## src/rtl/sem_pkg.sv

```systemverilog
`default_nettype none
package sem_pkg;

  // pixel and arithmetic widths
  localparam int unsigned PIX_W  = 8;
  localparam int unsigned GRAD_W = 12;   // signed Sobel sum, |g| <= 1020
  localparam int unsigned SQ_W   = 22;   // gx^2 + gy^2 <= 2080800
  localparam int unsigned BIT_W  = 23;   // root bit mask, starts at 1 << 22
  localparam int unsigned STEP_W = 4;
  localparam logic [STEP_W-1:0] ROOT_LAST_STEP = 4'd11;

  // configuration register indexes
  localparam int unsigned CFG_IDX_W = 2;
  localparam int unsigned CFG_DAT_W = 16;
  localparam logic [CFG_IDX_W-1:0] CFG_IMAGE_WIDTH      = 2'd0;
  localparam logic [CFG_IDX_W-1:0] CFG_IMAGE_HEIGHT     = 2'd1;
  localparam logic [CFG_IDX_W-1:0] CFG_THRESHOLD_ENABLE = 2'd2;
  localparam logic [CFG_IDX_W-1:0] CFG_EDGE_THRESHOLD   = 2'd3;

  typedef enum logic [2:0] {
    S_IDLE,
    S_LOAD,
    S_SQ,
    S_SUM,
    S_ROOT,
    S_DONE
  } state_e;

  typedef struct packed {
    logic accept;     // take a word, read line buffers, advance counters
    logic proc;       // shift window, write line buffers, form gradients
    logic square;
    logic sum;        // add squares, start root
    logic root_step;
    logic out_load;
  } dp_cmd_t;

  typedef struct packed {
    logic has_out;
    logic root_last;
    logic out_free;
  } dp_stat_t;

  // position flags captured when a word is taken
  typedef struct packed {
    logic out_a;      // column 0: result for the last column of an older row
    logic out_b;      // interior: result for the previous column
    logic top_a;
    logic bot_a;
    logic top_b;
    logic bot_b;
    logic left_refl;
    logic frame_end;
  } pos_flags_t;

endpackage
`default_nettype wire

```

## src/rtl/sem_ctrl.sv

```systemverilog
`default_nettype none
module sem_ctrl
  import sem_pkg::*;
(
  input  wire logic     clk_i,
  input  wire logic     rst_ni,
  input  wire logic     in_valid_i,
  output logic          in_ready_o,
  input  wire dp_stat_t stat_i,
  output dp_cmd_t       cmd_o
);

  state_e state_q, state_d;

  always_ff @(posedge clk_i or negedge rst_ni) begin
    if (!rst_ni) begin
      state_q <= S_IDLE;
    end else begin
      state_q <= state_d;
    end
  end

  // next state
  always_comb begin
    state_d = state_q;
    unique case (state_q)
      S_IDLE: if (in_valid_i) state_d = S_LOAD;
      S_LOAD: state_d = stat_i.has_out ? S_SQ : S_IDLE;
      S_SQ:   state_d = S_SUM;
      S_SUM:  state_d = S_ROOT;
      S_ROOT: if (stat_i.root_last) state_d = S_DONE;
      S_DONE: if (stat_i.out_free) state_d = S_IDLE;
      default: state_d = S_IDLE;
    endcase
  end

  // outputs
  always_comb begin
    cmd_o      = '0;
    in_ready_o = 1'b0;
    unique case (state_q)
      S_IDLE: begin
        in_ready_o   = 1'b1;
        cmd_o.accept = in_valid_i;
      end
      S_LOAD: cmd_o.proc      = 1'b1;
      S_SQ:   cmd_o.square    = 1'b1;
      S_SUM:  cmd_o.sum       = 1'b1;
      S_ROOT: cmd_o.root_step = 1'b1;
      S_DONE: cmd_o.out_load  = stat_i.out_free;
      default: ;
    endcase
  end

endmodule
`default_nettype wire

```

## config.mk

```make
export PLATFORM = sky130hd
export DESIGN_NAME = sem_ctrl
export DESIGN_NICKNAME = d
export VERILOG_FILES = /design/src/rtl/sem_pkg.sv /design/src/rtl/sem_ctrl.sv
export SDC_FILE = /design/constraint.sdc
export NUM_CORES = 1
export LEC_CHECK = 0
export BUFFER_PORTS_ARGS = -buffer_cell sky130_fd_sc_hd__buf_2
export CAP_MARGIN = 20
export CELL_PAD_IN_SITES_DETAIL_PLACEMENT = 0
export CELL_PAD_IN_SITES_GLOBAL_PLACEMENT = 2
export CORE_AREA = 5 5 42 44
export CTS_BUF_LIST = sky130_fd_sc_hd__clkbuf_16
export CTS_CLUSTER_DIAMETER = 120
export DETAILED_ROUTE_END_ITERATION = 10
export DIE_AREA = 0 0 47 49
export PLACE_DENSITY = 0.62
export SYNTH_ARGS = -nofsm -noshare
export SYNTH_HDL_FRONTEND = slang
export SYNTH_SLANG_ARGS = --single-unit
```

## constraint.sdc

```tcl
create_clock -name clk_i -period 1.24 [get_ports clk_i]
set_clock_uncertainty 0.2 [all_clocks]
set_input_delay 0.124 -clock clk_i [delete_from_list [all_inputs] [get_ports clk_i]]
set_output_delay 0.124 -clock clk_i [all_outputs]
set_load 0.01 [all_outputs]
```

-- Yosys cells after proc, flatten, opt, wreduce, memory -nomap -nowiden
Index checks and enable logic that the tools add are counted.
- register bits after elaboration: 3
- input port bits: 6
- output and inout bits: 7
- logic and storage cells: 23
- equal/unequal tests: 8
- muxes and demuxes: 12
- reduce and logical (&&, ||, !) cells: 2
- operators with widths (kind ; number):
    $pmux 3 s6 ; 1
    $mux 3 ; 3
    $mux 1 ; 7
    $eq 3x2->1 const B ; 2
    $eq 3x3->1 const B ; 2
    $ne 2x2->1 const B ; 3
    $eq 3x1->1 const B ; 1
    $logic_not 3->1 ; 1
    $reduce_and 3->1 ; 1
    $mux 2 ; 1

-- Logic depth before layout (Yosys ltp)
Gate-level depths: netlist (run 1).
- depth in word-level cells: 3
- gate-level depth with buffers: 4
- mapped depth without buffers: 3

-- Worst setup path after synthesis (run 1)
No wires, ideal clock.
- kind: register -> output
- start point: register state_q[0]
- end point: output port cmd_o[5] (netlist name)
- arrival time: 1.042 ns
- slack: -0.126 ns
- stages on the path, launching flop included: 4
- path buffers: 1
- cells stage by stage: dfrtp_1 > buf_6 > nor3_1 > and2_1
- RTL lines (element ; line ; text):
    start: declaration ; sem_ctrl.sv:13 ; state_e state_q, state_d;
    start signal: assignment ; sem_ctrl.sv:19 ; state_q <= state_d;
    end: declaration ; sem_ctrl.sv:10 ; output dp_cmd_t cmd_o

==> results.sh, run 1 <==
export IMPL_status="complete, but fails checks"
export IMPL_violations="setup timing"
export IMPL_synth_xor_area_frac=0
export IMPL_timing_fmax_ghz=0.684
export IMPL_vias_per_cell=4.05
export IMPL_gp_congestion=0.683
export IMPL_grt_antenna_before_repair=0
export IMPL_cts_tree="yes"
export IMPL_grt_pass1_wl_um=1120
export IMPL_yosys_area_top_type_share=0.380
export IMPL_synthAdderAreaFrac=0
export IMPL_crit_chain="nor2b_4 > and3_4 > buf_6"
export IMPL_worstReg2RegEnd="state_q[2]$_DFFE_PN0P_"
export IMPL_placed_area_um2=293
export IMPL_setup_tns_ns=-1.34
export IMPL_ff2ff_setup_slack_ns=-0.04
export IMPL_clockBufferDepth=2
export IMPL_core_mm2=0.00140
export IMPL_intPower_uw=956
export IMPL_reg_top3="state_q (3)"
export IMPL_grt_max_degree=9
export IMPL_dr_pass1_iters=1
export IMPL_setup_viol=9
export IMPL_slowest_stage="dfrtp_2"
export IMPL_start_util=0.141
export IMPL_startpoint="state_q[1]$_DFFE_PN0P_"
export IMPL_antenna_left=0
export IMPL_hold_violations=0
export IMPL_die_w_um=47
export IMPL_crit_required_ns=0.92
export IMPL_maxCapViolations=0
export IMPL_fp_dieH_um=49
export IMPL_worstSkewPairLatency_ns=0.22
export IMPL_ys_seq_area_frac=0.380
export IMPL_critPathTopFamily="flip-flops"
export IMPL_clkTransAtPathRegs_ns=0.03
export IMPL_synth_compound_area_frac=0.0949
export IMPL_hold_class="primary input to flop"
export IMPL_antenna_cells=0
export IMPL_worstMarginPinSlew_ns=0.249
export IMPL_synthesis_nets=29
export IMPL_period_share=1.18
export IMPL_grt_total_usage=0.0713
export IMPL_cts_root_buf="clkbuf_16"
export IMPL_port_buffers=12
export IMPL_switching_share=0.300
export IMPL_power_total_mw=1.37
export IMPL_post_synth_top_area_cell="dfrtp_1"
export IMPL_synth_top_family_by_area="simple AND/OR/NAND/NOR gates"
export IMPL_synthTopCellsByArea="dfrtp_1 38%, nor2b_1 9.5%, nor3b_1 7.6%, buf_6 5.7%, nor2_1 5.7%"
export IMPL_seqPwrFrac=0.178
export IMPL_vias=259
export IMPL_pwr_share_clk=0.366
export IMPL_numCtsBuffers=3
export IMPL_synth_cell_types=15
export IMPL_synthSimpleGateAreaFrac=0.399
export IMPL_die_area_mm2=0.00230
export IMPL_largest_register="state_q"
export IMPL_synth_seq_cells=3
export IMPL_grt_overflow=0
export IMPL_fin_area_um2=514
export IMPL_synth_area_um2=198
export IMPL_h_tree_depth=1
export IMPL_end_kind="output port"
export IMPL_comb_power_share=0.456
export IMPL_cp_buffers_inverters=1
export IMPL_relSlewSlack=0.834
export IMPL_avgSynthCellArea_um2=8.60
export IMPL_fin_util=0.367
export IMPL_holdPathStages=3
export IMPL_crit_path_start_kind="flop"
export IMPL_wl_per_cell_um=11.4
export IMPL_leakage_nw=0.255
export IMPL_ir_worst_vdd_v=0.00105
export IMPL_power_switching_uw=410
export IMPL_drt_initial_drc_count=0
export IMPL_synth_mux_area_frac=0.0506
export IMPL_clkSinkCount=3
export IMPL_final_cells=64
export IMPL_rsz0062_at_grt="yes"
export IMPL_critPathKind="flop to output port"
export IMPL_endpoint="cmd_o[0]"
export IMPL_largest_reg_flops=3
export IMPL_grt_pass1_vias=282
export IMPL_min_period_ns=1.46
export IMPL_fin_nets=55
export IMPL_reg2reg_depth=4
export IMPL_setup_ws_ns=-0.222
export IMPL_drcViolationCount=0
export IMPL_crit_cells=3
export IMPL_area_growth_syn_to_layout_pct=160
export IMPL_slew_viol_final=0
export IMPL_crit_path_max_fanout=6
export IMPL_yosysWarnings=0
export IMPL_dp_cells=52
export IMPL_p_per_area_mw_per_mm2=2660
export IMPL_cp_arrival_ns=1.14
export IMPL_synthCells=23
export IMPL_r2r_start="state_q[1]$_DFFE_PN0P_"
export IMPL_slowest_delay_ns=0.47
export IMPL_rows=14
export IMPL_io_pins=13
export IMPL_routed_wl_um=730
export IMPL_drive_above_1_share=0.729
placed cells by master (no fill, tap or decap), types with 2 or more instances in the layout:
cell and count:
nor3b_2 2, buf_4 3, dlygate4sd3_1 2, inv_1 2, buf_2 10, buf_6 7
clkbuf_16 3, dfrtp_2 3, nor2_1 2, nor2b_4 2, a21oi_1 2
how the worst min path moves through the flow:
stage / startpoint / endpoint / slack (ns)
6_report: stat_i[1] / state_q[0]$_DFFE_PN0P_ / 0.01
3_5_place_dp: rst_ni / state_q[1]$_DFFE_PN0P_ / -0.28
5_1_grt: in_valid_i / state_q[0]$_DFFE_PN0P_ / 0.04
4_1_cts: in_valid_i / state_q[0]$_DFFE_PN0P_ / 0.02
2_1_floorplan: rst_ni / state_q[0]$_DFFE_PN0P_ / -0.37
3_3_place_gp: rst_ni / state_q[1]$_DFFE_PN0P_ / -0.28
per-layer routing:
layer / vias up / global-route usage / part of all wire
met5: - / 0 / 0
met4: 0 / 0.0691 / 0
met3: 0 / 0.0221 / 0.051
met2: 6 / 0.120 / 0.60
met1: 126 / 0.0597 / 0.35
li1: 127 / - / -
what timing repair did:
action / 4_1_cts / 5_1_grt
gates resized for setup: 12 / 8
hold buffers: 2 / 0
pin swaps: 4 / 3
endpoints found under the setup margin: 9 / 9
setup buffers: 2 / 4
endpoints found under the hold margin: 4 / 0
cell usage after synthesis:
cell type and n:
mux2i_1 1, buf_6 1, nor3_1 1, and3_1 1, or2_1 1, and2_1 1, nor2_1 3, nor2b_1 3
nand2b_1 1, o32ai_1 1, dfrtp_1 3, nand2_1 1, nor3b_1 2, inv_1 1, a21oi_1 2
power groups by stage:
stage	clock, mW	combinational, mW	sequential (mW)
floorplan	0	0.265	0.183
global placement	0	0.358	0.222
detailed placement	0	0.360	0.223
CTS	0.512	0.455	0.241
global route	0.518	0.679	0.249
finish	0.500	0.624	0.243
final cells by class:
| class | count | area [um2] |
|---|---|---|
| clock buffers | 3 | 75.1 |
| clock inverters | 1 | 3.75 |
| fillers | 159 | 887 |
| inverters | 1 | 3.75 |
| multi-input cells | 18 | 161 |
| flip-flops and latches | 3 | 78.8 |
| well taps | 16 | 20.0 |
| repair buffers | 22 | 171 |
cells by family (layout without fill, tap and decap cells):
kind of cell           after synthesis  count (layout)
flip-flops                           3               3
AND/OR/NAND/NOR                     14              14
buffers and inverters                2              27
multiplexers                         1               1
AO/OA/AOI/OAI                        3               3
through the flow:
step | setup slack [ns] | hold slack (ns)
floorplan | 0.0371 | -0.372
global placement | -0.0634 | -0.279
detailed placement | -0.0661 | -0.277
CTS | -0.213 | 0.0172
global route | -0.253 | 0.0387
finish | -0.222 | 0.0114
tightest hold or removal path, cell delays in order:
cell and delay, ns:
buf_2 0.07, mux2i_1 0.06, o32ai_1 0.12
Note: power is estimated with default switching activity, not from simulation.
==> inputs of run 2 (changes only) <==
==> config.mk (replaced) <==
export PLATFORM = sky130hd
export DESIGN_NAME = sem_ctrl
export DESIGN_NICKNAME = d
export VERILOG_FILES = /design/src/rtl/sem_pkg.sv /design/src/rtl/sem_ctrl.sv
export SDC_FILE = /design/constraint.sdc
export NUM_CORES = 1
export LEC_CHECK = 0
export ABC_AREA = 1
export BUFFER_PORTS_ARGS = -buffer_cell sky130_fd_sc_hd__buf_4
export CAP_MARGIN = 20
export CELL_PAD_IN_SITES_DETAIL_PLACEMENT = 0
export CELL_PAD_IN_SITES_GLOBAL_PLACEMENT = 2
export CORE_MARGIN = 5
export CORE_UTILIZATION = 18
export CTS_BUF_LIST = sky130_fd_sc_hd__clkbuf_16
export CTS_CLUSTER_DIAMETER = 120
export DETAILED_ROUTE_END_ITERATION = 10
export PLACE_DENSITY = 0.71
export SYNTH_ARGS = -nofsm -noshare
export SYNTH_HDL_FRONTEND = slang
export SYNTH_SLANG_ARGS = --single-unit
==> run 2 against run 1 <==
Against the previous run: the run still ends with setup timing left; die area down 6.8%; fmax increased by 2.8%; worst setup slack gained 0.040 ns; clock power is essentially flat; synthesized cell count is 52% higher; sequential power fell by 12%; global-route usage is 0.24 points higher; sequential share of layout area down 1.9 points; first-iteration DRC count is the same; count of clock-buffer cells in the layout unchanged; non-clock buffer count up 1; register-to-register slack got worse by 0.11 ns.
==> results.sh, run 2 <==
export IMPL_status="complete, but fails checks"
export IMPL_violations="setup timing"
export IMPL_ir_worst_vdd_v=0.00121
export IMPL_cts_root_buf="clkbuf_16"
export IMPL_period_share=1.15
export IMPL_clockBufferDepth=2
export IMPL_crit_path_start_kind="flop"
export IMPL_dp_cells=65
export IMPL_synthArstFlopShare=1.00
export IMPL_synthTopCellsByArea="dfrtp_1 32%, inv_1 11%, nand2_1 9.5%, nand3_1 6.3%, nand4_1 5.3%"
export IMPL_dp_hpwl_um=489
export IMPL_io_pins=13
export IMPL_vias=291
export IMPL_clkSinkCount=3
export IMPL_yosys_area_top_type_share=0.316
export IMPL_fillers=131
export IMPL_drt_initial_drc_count=0
export IMPL_die_area_mm2=0.00215
export IMPL_setup_viol=9
export IMPL_relSlewSlack=0.884
export IMPL_end_kind="output port"
export IMPL_mostFrequentLayoutCell="buf_4"
export IMPL_layout_common_cells="17 x buf_4, 6 x inv_2, 5 x inv_1, 4 x nand2_1, 4 x buf_6"
export IMPL_critPathKind="flop to output port"
export IMPL_crit_required_ns=0.92
export IMPL_die_w_um=46.3
export IMPL_port_buffers=12
export IMPL_grt_max_degree=6
export IMPL_gp_congestion=0.677
export IMPL_regArea_um2=77.6
export IMPL_reg_top3="state_q (3)"
export IMPL_rows=13
export IMPL_rsz0062_at_grt="yes"
export IMPL_min_period_ns=1.42
export IMPL_synthCells=35
export IMPL_avgSynthCellArea_um2=6.79
export IMPL_synth_flop_cell="dfrtp_1"
export IMPL_grt_total_usage=0.0736
export IMPL_final_cells=76
export IMPL_drcViolationCount=0
export IMPL_crit_path_max_fanout=5
export IMPL_reg2reg_depth=7
export IMPL_dr_pass1_iters=1
export IMPL_maxCapViolations=0
export IMPL_start_util=0.187
export IMPL_yosysWarnings=0
export IMPL_grt_overflow=0
export IMPL_ys_seq_area_frac=0.316
export IMPL_largest_reg_flops=3
export IMPL_worstSkewPairLatency_ns=0.22
export IMPL_setup_ws_ns=-0.181
export IMPL_cts_tree="yes"
export IMPL_clkTransAtPathRegs_ns=0.03
export IMPL_fp_dieH_um=46.3
export IMPL_antenna_left=0
export IMPL_area_growth_syn_to_layout_pct=143
export IMPL_post_synth_top_area_cell="dfrtp_1"
export IMPL_synthesis_nets=41
export IMPL_wl_per_cell_um=9.11
export IMPL_timing_fmax_ghz=0.704
export IMPL_grt_pass1_wl_um=1060
export IMPL_hold_violations=0
export IMPL_slew_viol_final=0
export IMPL_synth_edf_count=0
export IMPL_numCtsBuffers=3
export IMPL_synth_top_cells_by_count="7 x inv_1, 6 x nand2_1, 3 x dfrtp_1, 3 x inv_2, 3 x nand3_1"
export IMPL_drive_above_1_share=0.689
export IMPL_grt_pass1_vias=258
export IMPL_synth_cell_types=15
export IMPL_p_per_area_mw_per_mm2=2630
export IMPL_cp_arrival_ns=1.10
export IMPL_routed_wl_um=692
export IMPL_holdWs_ns=0.0270
export IMPL_hold_class="primary input to asynchronous set/reset pin"
export IMPL_synth_area_um2=238
export IMPL_leakage_nw=0.311
export IMPL_vias_per_cell=3.83
export IMPL_fin_nets=68
export IMPL_antenna_cells=0
export IMPL_largest_register="state_q"
export IMPL_synth_seq_cells=3
export IMPL_grt_antenna_before_repair=0
export IMPL_core_mm2=0.00127
export IMPL_worstMarginPinSlew_ns=0.173
export IMPL_synth_most_common_cell="inv_1"
export IMPL_h_tree_depth=1
export IMPL_multi_input_area_um2=171
## run 2: cell count changes in the layout (fill, tap and decap cells not counted), moves of 3 or more
cell	delta
buf_2	-10
nand2_1	+4
inv_1	+3
buf_6	-3
buf_4	+14
inv_2	+6
## run 2: logic make-up (layout without fill, tap and decap cells)
family                 count (synthesis)  after routing  share of synthesized area
AND/OR/NAND/NOR                       18             18                      0.432
buffers and inverters                 11             37                      0.190
AO/OA/AOI/OAI                          3              3                     0.0631
flip-flops                             3              3                      0.316
## run 2: cell type report
cell class	instances	share of cell area
clock inverter	1	0.00651
clock buffer	3	0.130
timing repair buffer	23	0.334
tap	15	0.0325
multi-input combinational	21	0.297
inverter	10	0.0651
sequential	3	0.134
## run 2: worst paths after layout
| check | from | end | slack, ns |
|---|---|---|---|
| min in group clk_i | stat_i[1] | state_q[2]$_DFFE_PN0P_ | 0.08 |
| max in group asynchronous | rst_ni | state_q[0]$_DFFE_PN0P_ | 0.71 |
| min reg2reg | state_q[2]$_DFFE_PN0P_ | state_q[1]$_DFFE_PN0P_ | 0.45 |
| min | rst_ni | state_q[1]$_DFFE_PN0P_ | 0.03 |
| max reg2reg | state_q[1]$_DFFE_PN0P_ | state_q[2]$_DFFE_PN0P_ | -0.15 |
| max | state_q[1]$_DFFE_PN0P_ | cmd_o[4] | -0.18 |
## run 2: critical path: stages, from the launching register on
cell and delay (ns):
dfrtp_2 0.45, buf_4 0.15, inv_2 0.06, nand3_2 0.06, inv_2 0.05, buf_4 0.11
## run 2: metal layers
| metal | vias up | global-route usage | share of wire |
|---|---|---|---|
| li1 | 161 | - | - |
| met1 | 124 | 0.0810 | 0.43 |
| met2 | 6 | 0.107 | 0.48 |
| met3 | 0 | 0.0508 | 0.087 |
| met4 | 0 | 0.0341 | 0 |
| met5 | - | 0 | 0 |
## run 2: report_power, final
group          total (mW)  switching, mW  leakage (nW)  internal (mW)
Clock               0.500         0.0845        0.0423          0.415
Combinational       0.805          0.373         0.233          0.433
Sequential          0.213         0.0680        0.0357          0.145
Total                1.52          0.525         0.311          0.993
## run 2: what timing repair did
item                                    in CTS  in global routing
pin swaps                                    5                  3
setup buffers                                4                  1
endpoints found under the setup margin       8                  9
hold endpoints to repair                     4                  0
resized for setup                            6                 14
gates cloned                                 0                  0
hold buffers                                 2                  0
## run 2: per-stage QoR
stage,cell area [um2],power (mW),setup slack (ns),utilization,setup TNS (ns)
5_1_grt,577,1.62,-0.248,0.455,-1.89
2_1_floorplan,238,0.482,0.0151,-,0
6_report,577,1.52,-0.181,0.455,-1.31
3_3_place_gp,369,0.722,-0.0453,0.291,-0.0852
4_1_cts,514,1.37,-0.206,0.405,-1.47
3_5_place_dp,369,0.716,-0.0305,0.291,-0.0523
